==> config.mk <==
export PLATFORM = sky130hd
export DESIGN_NAME = djs_sort_cell
export DESIGN_NICKNAME = d
export VERILOG_FILES = /design/src/rtl/djs_pkg.sv /design/src/rtl/djs_sort_cell.sv
export SDC_FILE = /design/constraint.sdc
export NUM_CORES = 1
export LEC_CHECK = 0
export BUFFER_PORTS_ARGS = -buffer_cell sky130_fd_sc_hd__buf_2
export CORE_MARGIN = 1
export CORE_UTILIZATION = 49
export CTS_BUF_LIST = sky130_fd_sc_hd__clkbuf_8
export CTS_CLUSTER_DIAMETER = 150
export DETAILED_ROUTE_END_ITERATION = 10
export PLACE_DENSITY = 0.88
export SETUP_SLACK_MARGIN = 0.1
export SLEW_MARGIN = 30
export SYNTH_ARGS = -nofsm -noshare
export SYNTH_HDL_FRONTEND = slang
export SYNTH_SLANG_ARGS = --single-unit
==> constraint.sdc <==
create_clock -name clk -period 4.28 [get_ports clk]
set_clock_uncertainty 0.1 [all_clocks]
set_input_delay 0.214 -clock clk [delete_from_list [all_inputs] [get_ports clk]]
set_output_delay 0.214 -clock clk [all_outputs]
set_load 0.03 [all_outputs]
==> src/rtl/djs_pkg.sv <==
// Shared types and op codes for the deadline job selector.
`default_nettype none
package djs_pkg;
  localparam int unsigned ValW = 31;

  typedef struct packed {
    logic            vld;
    logic [ValW-1:0] dl;
    logic [ValW-1:0] du;
  } job_t;

  typedef struct packed {
    logic            vld;
    logic [ValW-1:0] du;
  } heap_ent_t;

  typedef enum logic [1:0] {
    SORT_HOLD   = 2'd0,
    SORT_INSERT = 2'd1,
    SORT_POP    = 2'd2
  } sort_op_t;

  typedef enum logic [1:0] {
    HEAP_HOLD    = 2'd0,
    HEAP_INSERT  = 2'd1,
    HEAP_REPLACE = 2'd2,
    HEAP_CLEAR   = 2'd3
  } heap_op_t;
endpackage
`default_nettype wire

==> src/rtl/djs_sort_cell.sv <==
// One cell of the deadline-ordered job chain.
`default_nettype none
module djs_sort_cell import djs_pkg::*; (
  input  wire logic     clk,
  input  wire logic     rst,
  input  wire sort_op_t op,
  input  wire job_t     new_job,
  input  wire job_t     left,
  input  wire job_t     right,
  output job_t          cur
);
  job_t cur_next;
  logic self_le, left_le;

  assign self_le = cur.vld && (cur.dl <= new_job.dl);
  assign left_le = left.vld && (left.dl <= new_job.dl);

  always_comb begin
    cur_next = cur;
    unique case (op)
      SORT_INSERT: begin
        if (self_le) cur_next = cur;
        else if (left_le) cur_next = new_job;
        else cur_next = left;
      end
      SORT_POP: cur_next = right;
      default: cur_next = cur;
    endcase
  end

  always_ff @(posedge clk) begin
    if (rst) begin
      cur.vld <= 1'b0;
    end else begin
      cur.vld <= cur_next.vld;
    end
    cur.dl <= cur_next.dl;
    cur.du <= cur_next.du;
  end
endmodule
`default_nettype wire

Word level (Yosys, flattened, before mapping) --
Cells that the tools add are included.
Cells by class: $lt $le $gt $ge 2, equal/unequal tests 3, mux-type cells 3, reduce and logical (&&, ||, !) cells 4
Operator list (count):
- 63-bit two-way mux | 2
- 63-bit case mux with 2 select lines | 1
- 31-bit less-or-equal comparator | 2
- 2-bit by 1-bit equality test with 1-bit output (second input constant) | 1
- 2-bit equality test (second input constant) | 1
- 1-bit logical AND | 2
- 2-bit != test (second input constant) | 1
- 2-bit AND reduction | 1
- 2-bit nonzero test | 1
Storage, ports and cells: bits in registers 63, input port bits 193, output and inout bits 63, logic and storage cells 15

Logic depth before layout (Yosys ltp) --
depth after elaboration 5, gate-level depth with buffers 11, mapped depth without buffers 8

Worst setup path after synthesis --
No wires, ideal clock.
path kind register to register, from reg cur[60] (netlist bit), to reg cur[0] (netlist bit) (enable), library setup time 0.430 ns, arrival 3.256 ns, data required time 3.750 ns, path slack 0.494 ns, cell stages (with the launch flop) 7, path buffers 0, period minus slack after synthesis 3.786 ns, cell sequence edfxtp_1 ha_1 nand4_1 or4_1 a21oi_1 o21ai_0 nand2b_1
Between the ends: cells in the longest elaborated chain, start to end 4
Ends and longest elaborated chain:
- start: declaration | line djs_sort_cell.sv:10 | output job_t cur
- 31-bit less-or-equal comparator | line djs_sort_cell.sv:15 | assign self_le = cur.vld && (cur.dl <= new_job.dl);
- 1-bit logical AND | line djs_sort_cell.sv:15
- 2-bit != test (no line)
- 2-bit AND reduction (no line)
Every way passes these cells. A chain may end at the register's enable or synchronous reset.

Worst setup path after layout --
from reg cur[60] (netlist bit), to reg cur[13] (netlist bit) (enable)
The elaborated chain is that of the path after synthesis.

==> reports/metrics.cfg <==
[die]
coreArea_um2=10400
rows=37
pin_count=256
die_area_um2=11300
die_h_um=106
start_util_pct=51.1
fp.dieW_um=106

[sta]
fmax_mhz=324
final_max_slew_viol_count=0
rsz0062_at_grt=false
max_slew_margin_pct=32.9
fin_crit_sh_pct=72.1
setup_tns_ns=0
tightest_slew_ns=1.01
finalHoldViolations=0
period_needed_ns=3.09
setup_violations=0

[clock_tree]
cts.path.max_buffers=2
cts_tree=yes
numCtsBuffers=9
clk_pin_slew_ns=0.08
cts_root_buf=clkbuf_8
htreeDepth=3
cts_sinks=63
worstSkewPairLatency_ns=0.34

[synthesis]
synthArstFlopShare_pct=0
synth_seq_area_share_pct=35.4
ys_ff_latch=63
synth_cells=580
synth_cell_types=43
synth-main-ff-cell=edfxtp_1
syn_area_um2=5320
synth_nets=835
synthTopCellsByArea=edfxtp_1 35%, ha_1 15%, o31ai_1 9.0%, a21oi_1 5.5%, a41oi_1 5.3%
synth.top_cell.area_share_pct=35.0
synth_top_cell_by_area=edfxtp_1
syn_avg_cell_area_um2=9.17
ys_warn_count=0
synth_edf_count=62

[routing]
wire_per_inst_um=18.6
drc=0
drtIter0Drc=676
drt-vias-per-instance=6.29
ant_nets=0
wl_mm=17.5
dr.pass1.iters=6
vias=5926

[global_routing]
overflow=0
grt_first_pass_wirelength_mm=27.2
antenna_found_initial=0
grt_max_degree=66
grt_pass1_vias=5704
grtUsageTotal_pct=30.4

[layout]
final_core_util_pct=65.1
drive_gt1_share_pct=35.7
largestRegisters=cur (63)
area_delta_synth_final_pct=27.4
nNetsFinal=1056
diodes=0
largest_reg_flops=63
n_fill_cell=897
regMostFlops=cur

[power]
ir_drop_uv=180
p_leak_nw=3.10
cellPowerDensity_nw_per_um2=318

[placed_design]
gp_congestion=0.846
io_buffers=255
dp_hpwl_mm=12.6

[setup_path]
end_kind=flip-flop
cp_max_fo=44
worstPathRequired_ns=4.20
start_kind=flip-flop
critPathKind=reg2reg
cp.arrival_ns=3.01

[worst_hold_path]
hold_path.class=in2reg

[run_status]
status=completed

[job]
drv_cap=0

[logic make-up (layout without fill, tap and decap cells)]
family / after synthesis / in the layout / synth area share (%)
adder cells (fa/ha/maj): 62 / 62 / 14.6
flip-flops: 63 / 63 / 35.4
buffers and inverters: 90 / 316 / 8.40
AND/OR/NAND/NOR: 152 / 152 / 14.1
AO/OA/AOI/OAI: 213 / 213 / 27.5
[worst max-delay path: stages, from the launching register on]
cell and delay (ns):
edfxtp_1 0.42, ha_1 0.35, nand4_1 0.21, or4_1 0.60, a21oi_1 0.17, o21ai_0 0.12, nand2b_2 0.43, buf_12 0.32
[cell type report]
type | count | area (um2) | area share (%)
clock inverter | 7 | 88.8 | 1.31
multi-input combinational | 427 | 3010 | 44.4
sequential | 63 | 1880 | 27.8
timing repair buffer | 265 | 1370 | 20.2
clock buffer | 9 | 124 | 1.83
inverter | 35 | 134 | 1.98
tap | 136 | 170 | 2.51
[Yosys cell counts (2+ instances only)]
cell / instances
nand3_1: 9
nor2_1: 69
a41oi_1: 32
o31ai_1: 64
edfxtp_1: 62
buf_2: 15
ha_1: 62
clkbuf_1: 24
a21oi_1: 58
o21ai_0: 11
nand3b_1: 2
a31oi_1: 31
nand2b_1: 4
a221oi_1: 2
buf_6: 9
buf_4: 6
nand4_1: 41
a211o_1: 2
nand2_1: 15
inv_1: 34
nor3_1: 4
a211oi_1: 3
[layer usage]
layer | wire length [um] | global-route usage [%]
met3 | 1660 | 5.95
met5 | 0 | 0
met1 | 6790 | 37.7
met2 | 8530 | 50.3
met4 | 550 | 14.9
[final timing paths]
check	slack, ns	cells after the start	startpoint	end
setup / recovery	1.19	7	cur[60]$_DFFE_PP_	cur[13]$_DFFE_PP_
hold reg to reg	0.42	2	cur[62]$_SDFFE_PP0P_	cur[62]$_SDFFE_PP0P_
setup reg to reg	1.19	7	cur[60]$_DFFE_PP_	cur[13]$_DFFE_PP_
hold / removal	0.09	3	right[26]	cur[26]$_DFFE_PP_
[report_power, final]
part	switching [W]	internal (W)	leakage [nW]
clock network	0.000259	0.000324	0.108
logic	0.000487	0.000269	2.38
registers	0.0000342	0.000782	0.609
[cells in the final DEF (no fill, tap or decap), types with 2 or more instances in the layout]
| cell type | n |
|---|---|
| a31oi_1 | 31 |
| a21oi_1 | 58 |
| a221oi_1 | 2 |
| a41oi_1 | 32 |
| a211oi_1 | 3 |
| edfxtp_1 | 62 |
| nand4_1 | 41 |
| nand2b_1 | 2 |
| inv_1 | 35 |
| buf_4 | 8 |
| nor2_1 | 69 |
| nand3b_1 | 2 |
| nor3_1 | 4 |
| nand2_1 | 15 |
| clkbuf_8 | 9 |
| ha_1 | 62 |
| bufinv_16 | 2 |
| o31ai_1 | 64 |
| o21ai_0 | 11 |
| nand3_1 | 9 |
| buf_2 | 255 |
[per-stage QoR]
stage / power (W) / worst slack [ns] / instance area, um2 / instances / hold slack, ns
3_3_place_gp: 0.00155 / 1.03 / 6550 / 925 / 0.286
6_report: 0.00215 / 1.19 / 6780 / 942 / 0.0934
3_5_place_dp: 0.00157 / 0.955 / 6550 / 925 / 0.299
4_1_cts: 0.00216 / 1.18 / 6780 / 942 / 0.0682
2_1_floorplan: 0.00132 / 0.494 / 5320 / 580 / 0.187
5_1_grt: 0.00225 / 1.03 / 6780 / 942 / 0.0935
[what timing repair did]
item	in CTS	in global routing
hold buffers	1	0
endpoints found under the hold margin	1	0
buffers inserted	0	0
setup endpoints to repair	0	0
gates resized for setup	0	0
(Power assumes the default switching activity.)
