`src/rtl/djs_pkg.sv`:
```
// Shared types and op codes for the deadline job selector.
`default_nettype none
package djs_pkg;
  localparam int unsigned ValW = 31;

  typedef struct packed {
    logic            vld;
    logic [ValW-1:0] dl;
    logic [ValW-1:0] du;
  } job_t;

  typedef struct packed {
    logic            vld;
    logic [ValW-1:0] du;
  } heap_ent_t;

  typedef enum logic [1:0] {
    SORT_HOLD   = 2'd0,
    SORT_INSERT = 2'd1,
    SORT_POP    = 2'd2
  } sort_op_t;

  typedef enum logic [1:0] {
    HEAP_HOLD    = 2'd0,
    HEAP_INSERT  = 2'd1,
    HEAP_REPLACE = 2'd2,
    HEAP_CLEAR   = 2'd3
  } heap_op_t;
endpackage
`default_nettype wire

```
`src/rtl/djs_heap_cell.sv`:
```
// One cell of the descending chain of accepted durations.
`default_nettype none
module djs_heap_cell import djs_pkg::*; (
  input  wire logic            clk,
  input  wire logic            rst,
  input  wire heap_op_t        op,
  input  wire logic [ValW-1:0] du_new,
  input  wire heap_ent_t       left,
  input  wire heap_ent_t       right,
  output heap_ent_t            cur
);
  heap_ent_t cur_next;
  heap_ent_t ins;
  logic self_ge, left_ge, right_ge;

  assign self_ge  = cur.vld && (cur.du >= du_new);
  assign left_ge  = left.vld && (left.du >= du_new);
  assign right_ge = right.vld && (right.du >= du_new);
  assign ins      = '{vld: 1'b1, du: du_new};

  always_comb begin
    cur_next = cur;
    unique case (op)
      HEAP_INSERT: begin
        if (self_ge) cur_next = cur;
        else if (left_ge) cur_next = ins;
        else cur_next = left;
      end
      HEAP_REPLACE: begin
        if (right_ge) cur_next = right;
        else if (self_ge) cur_next = ins;
        else cur_next = cur;
      end
      HEAP_CLEAR: cur_next = '{vld: 1'b0, du: cur.du};
      default: cur_next = cur;
    endcase
  end

  always_ff @(posedge clk) begin
    if (rst) begin
      cur.vld <= 1'b0;
    end else begin
      cur.vld <= cur_next.vld;
    end
    cur.du <= cur_next.du;
  end
endmodule
`default_nettype wire

```
`config.mk`:
```
export PLATFORM = sky130hd
export DESIGN_NAME = djs_heap_cell
export DESIGN_NICKNAME = d
export VERILOG_FILES = /design/src/rtl/djs_pkg.sv /design/src/rtl/djs_heap_cell.sv
export SDC_FILE = /design/constraint.sdc
export NUM_CORES = 1
export LEC_CHECK = 0
export ABC_AREA = 1
export ABC_CLOCK_PERIOD_IN_PS = 2800
export BUFFER_PORTS_ARGS = -buffer_cell sky130_fd_sc_hd__buf_2
export CAP_MARGIN = 10
export CORE_ASPECT_RATIO = 1.4
export CORE_UTILIZATION = 56
export CTS_BUF_LIST = sky130_fd_sc_hd__clkbuf_4 sky130_fd_sc_hd__clkbuf_8
export CTS_CLUSTER_SIZE = 14
export DETAILED_ROUTE_END_ITERATION = 12
export PLACE_DENSITY_LB_ADDON = 0.3
export SYNTH_ARGS = -nofsm -noshare
export SYNTH_HDL_FRONTEND = slang
export SYNTH_SLANG_ARGS = --single-unit
```
`constraint.sdc`:
```
create_clock -name clk -period 2.8 [get_ports clk]
set_input_delay 0 -clock clk [delete_from_list [all_inputs] [get_ports clk]]
set_output_delay 0 -clock clk [all_outputs]
set_load 0.05 [all_outputs]
```
; ---- After elaboration in Yosys (flattened, before gate mapping)
; Cells that the tools add are included.
[classes]
add_sub_neg = 0
multipliers = 0
n_div = 0
order_cmp = 3
n_eq_ne = 5
n_shift = 0
muxes = 5
bitwise = 1
reduce_logical = 7
[op_table]
columns = cell, n
row1 = $mux W32, 4
row2 = $pmux W32 S3, 1
row3 = $ge A31 B31 Y1, 3
row4 = $eq A2 B2 Y1 const B, 2
row5 = $reduce_and A4 Y1, 1
row6 = $logic_and A1 B1 Y1, 3
row7 = $ne A3 B3 Y1 const B, 1
row8 = $reduce_and A3 Y1, 1
row9 = $reduce_bool A3 Y1, 1
row10 = $eq A2 B1 Y1 const B, 1
row11 = $ne A2 B2 Y1 const B, 1
row12 = $reduce_bool A2 Y1, 1
row13 = $not A1 Y1, 1
[totals]
register_bits = 32
latch_bits = 0
ramBits = 0
mem_bits_ro = 0
inputBits = 99
output_inout_bits = 32
memories = 0

; ---- Longest topological paths before layout
[logic_depth]
depth_word = 5
depth_mapped = 16
ltp_nobuf = 16

; ---- Least setup slack after synthesis
; Ideal clock, no wire load.
[synth_path]
kind = reg-to-reg
startpoint = reg cur[30] (netlist name)
endpoint = reg cur[0] (netlist name), enable pin
arrival_ps = 2487
slack_ps = -78
path_stages_with_launch = 11
n_path_buf = 0
synth_period_minus_slack_ps = 2878
cell_sequence = edfxtp_1 -> ha_1 -> nand2_1 -> nor2_1 -> nand4_1 -> nor3_1 -> nand2_1 -> nand2_1 -> nand2_1 -> nand3_2 -> and3_1
[synth_via]
elab_chain_len = 4
word_cells_on_any_way = 5
cone_classes = order compare (1) / eq/ne (2) / reduce/logical (2)
[synth_lines]
columns = item, line_no
row1 = "start, declared", djs_heap_cell.sv:10  ; output heap_ent_t cur
row2 = $ge A31 B31 Y1 *, djs_heap_cell.sv:16  ; assign self_ge = cur.vld && (cur.du >= du_new);
row3 = $logic_and A1 B1 Y1 *, djs_heap_cell.sv:16
row4 = $ne A3 B3 Y1 (no line) / $ne A2 B2 Y1 (equally long branches), -
row5 = $reduce_and A4 Y1 (no line) *, -
; Mark *: on every way between the ends. The rest lies on a longest branch, timed or not.
; A chain may end at the register's enable or synchronous reset.

; ---- Worst setup path after layout
[layout_path]
startpoint = reg cur[22] (netlist name)
endpoint = reg cur[17] (netlist name), enable pin
; Same word-level chain as after synthesis.

==> run_results.csv <==
group,metric,value,unit
run_status,outcome,"finished clean",
sta,finClkSkew,0.00319,ns
worst_hold_path,min_path_type,"in -> reg",
synthesis,syn_avg_cell_area,7.27,µm²
placed_design,dpl.hpwl,11.3,mm
routing,drtIter0Drc,306,
placed_design,io_buffers,130,
die,num_io_pins,131,
die,core_area,0.00856,mm²
power,leakagePower,3.20,nW
synthesis,ys_warn_count,0,
placed_design,dpl_cell_area,0.00559,mm²
die,num_rows,40,
synthesis,synthFlopType,"edfxtp_1",
placed_design,place_congestion,0.921,
synthesis,seq_area_frac_synth,19.3,%
worst_setup_path,cp.arrival,2.40,ns
final_layout,top_register,"cur",
final_layout,design_area,0.00569,mm²
global_route,grt_util_all_layers,32.8,%
placed_design,dp.cells,898,
clock_tree,numCtsBuffers,5,
clock_tree,cts-root-buf,"clkbuf_8",
routing,wl_per_cell,15.7,µm
routing,wl,14.2,mm
global_route,antenna_found_initial,0,
final_layout,largest_register_ffs,32,
global_route,grt_max_degree,35,
global_route,met1_usage,34.8,%
sta,drv_slew,0,
synthesis,synthCells,678,
sta,fin_crit,2.43,ns
job,maxCapViolCount,0,
worst_setup_path,worst-path-max-fanout,20,
synthesis,synthesis.nets,874,
final_layout,nFillCells,801,
routing,final_antenna_net_count,0,
routing,firstDrtPassIters,7,
global_route,grt_pass1_wl,23.2,mm
final_layout,drive_above_1_share,25.3,%
final_layout,multi_input_area,0.00342,mm²
clock_tree,cts.clk_slew.worst_paths,0.07,ns
power,ir_worst_vdd,0.218,mV
sta,slew_headroom,50.8,%
worst_setup_path,worst_setup_path_end_kind,"flip-flop",
die,initial_core_util,57.6,%
sta,finalCritPeriodShare,86.8,%
synthesis,synth.distinct_cells,34,
synthesis,yosys_register_bits,32,
clock_tree,cts_resized,0,
global_route,grt_busiest_layer,"met2",
global_route,grt-ovfl-total,0,
sta,setup_tns,0,ns
worst_setup_path,critPathLaunchType,"flip-flop",
routing,vias,5170,
sta,timing.fmax,0.412,GHz
sta,grt_setup_unrepaired,"false",
die,fp.dieW,81.3,µm
global_route,grt_pass1_vias,5122,
worst_setup_path,crit_path_cell_trace,"ha_1, nand2_1, inv_1, nand3_1, inv_1, nand2_1, a21oi_1, nor2_1, nand2_1, nand2_1, nand3_2, and3_2, buf_4",
synthesis,synth-edff-count,31,
final_layout,seqCellArea,951,µm²
clock_tree,clk-insertion-delay-late,0.30,ns
worst_setup_path,critical_path.most_common_cell,"nand2_1",
sta,setup_viol,0,
clock_tree,h-tree-depth,2,
routing,drc,0,
global_route,grt_util_met2,58.9,%
worst_setup_path,cp_num_buf_inv,3,
sta,fin_ws,0.370,ns
sta,hold_viol,0,
worst_setup_path,crit_type,"reg -> reg",
final_layout,fin_cells,907,
global_route,use_met3,4.27,%
synthesis,synthArstFlopShare,0,%
final_layout,nets,997,
synthesis,syn_area,0.00493,mm²
clock_tree,cts_tree,"yes",
worst_setup_path,critPathSlowestCell,"edfxtp_1",
final_layout,area_growth,15.4,%
worst_setup_path,crit_family,"simple AND/OR/NAND/NOR gates",
placed_design,dpl_worst_slack,0.358,ns
power,powerDensity,382,mW/mm²
routing,vias_per_cell,5.70,
die,die_h,113,µm
final_layout,antenna_cells,0,
die,die-area,0.00919,mm²
clock_tree,cts_buffer_depth,2,
clock_tree,cts.sinks,32,
worst_setup_path,critical-path-max-stage-delay,0.41,ns
worst_setup_path,required,2.77,ns
sta,tightest_slew,0.738,ns
final_layout,reg_top3,"cur: 32 flops",
## routing by layer
layer,vias to the layer above,wire length [µm]
met5,-,0
met4,0,786
met3,67,842
met2,242,7340
met1,2334,5250
li1,2527,-
## layout by cell type, fill, tap and decap left out, drive strengths merged, types with 4 or more instances in the layout
master / synthesis / final
ha: 97 / 97
o211ai: 33 / 33
nand3: 82 / 82
edfxtp: 31 / 31
a21oi: 41 / 41
nor2: 40 / 40
o21ai: 9 / 9
nand2: 198 / 198
buf: 18 / 138
clkbuf: 5 / 8
inv: 99 / 99
nand4: 12 / 12
nor3: 4 / 4
## final timing paths
| path | startpoint | endpoint | slack (ns) | cells after the start |
|---|---|---|---|---|
| max | cur[22] | cur[17] | 0.37 | 13 |
| min reg2reg | cur[31] | cur[31] | 0.59 | 4 |
| max reg2reg | cur[22] | cur[17] | 0.37 | 13 |
| min | right[23] | cur[23] | 0.05 | 3 |
## synth_stat cells, drive strengths merged, types with 4 or more instances
master	number	area [µm²]
nand3	82	443
a21oi	41	209
inv	99	372
nor2	40	163
o21ai	9	45.0
nand2	198	783
nand4	12	75.1
edfxtp	31	931
clkbuf	5	28.8
o211ai	33	403
buf	18	163
ha	97	1210
nor3	4	25.0
## final cells by class
type / instances / share of cell area, %
repair buffers: 139 / 12.7
well taps: 105 / 2.31
inverters: 99 / 6.53
clock buffers: 8 / 1.61
flip-flops and latches: 32 / 16.7
multi-input cells: 524 / 60.2
## kinds of logic (layout without fill, tap and decap cells)
family                   after synthesis  after routing  synth area share [%]
buffers and inverters                122            246                  11.4
AO/OA/AOI/OAI                         87             87                  13.9
adder cells (fa/ha/maj)               97             97                  24.6
AND/OR/NAND/NOR                      340            340                  30.8
flip-flops                            32             32                  19.3
## worst min-delay path, delay by kind of cell
family | cells | cell delay (ns)
buffers and inverters | 1 | 0.10
AO/OA/AOI/OAI | 1 | 0.08
AND/OR/NAND/NOR | 1 | 0.06
## through the flow
step           util, %  hold WS, ns  power, mW
2_1_floorplan        -        0.144       1.46
3_3_place_gp      65.3        0.265       1.74
3_5_place_dp      65.3        0.263       1.77
4_1_cts           66.5       0.0401       2.17
5_1_grt           66.5       0.0591       2.31
6_report          66.5       0.0451       2.17
## where the power goes
| group | total (mW) | internal, mW | switching (mW) | leakage [nW] |
|---|---|---|---|---|
| Clock | 0.403 | 0.206 | 0.197 | 0.0498 |
| Combinational | 1.12 | 0.352 | 0.770 | 2.84 |
| Sequential | 0.647 | 0.610 | 0.0373 | 0.312 |
## repair_timing
item | in CTS | in global routing
hold endpoints to repair | 1 | 0
hold buffers | 1 | 0
setup buffers | 0 | 0
Power figures use the tool's default switching activity.
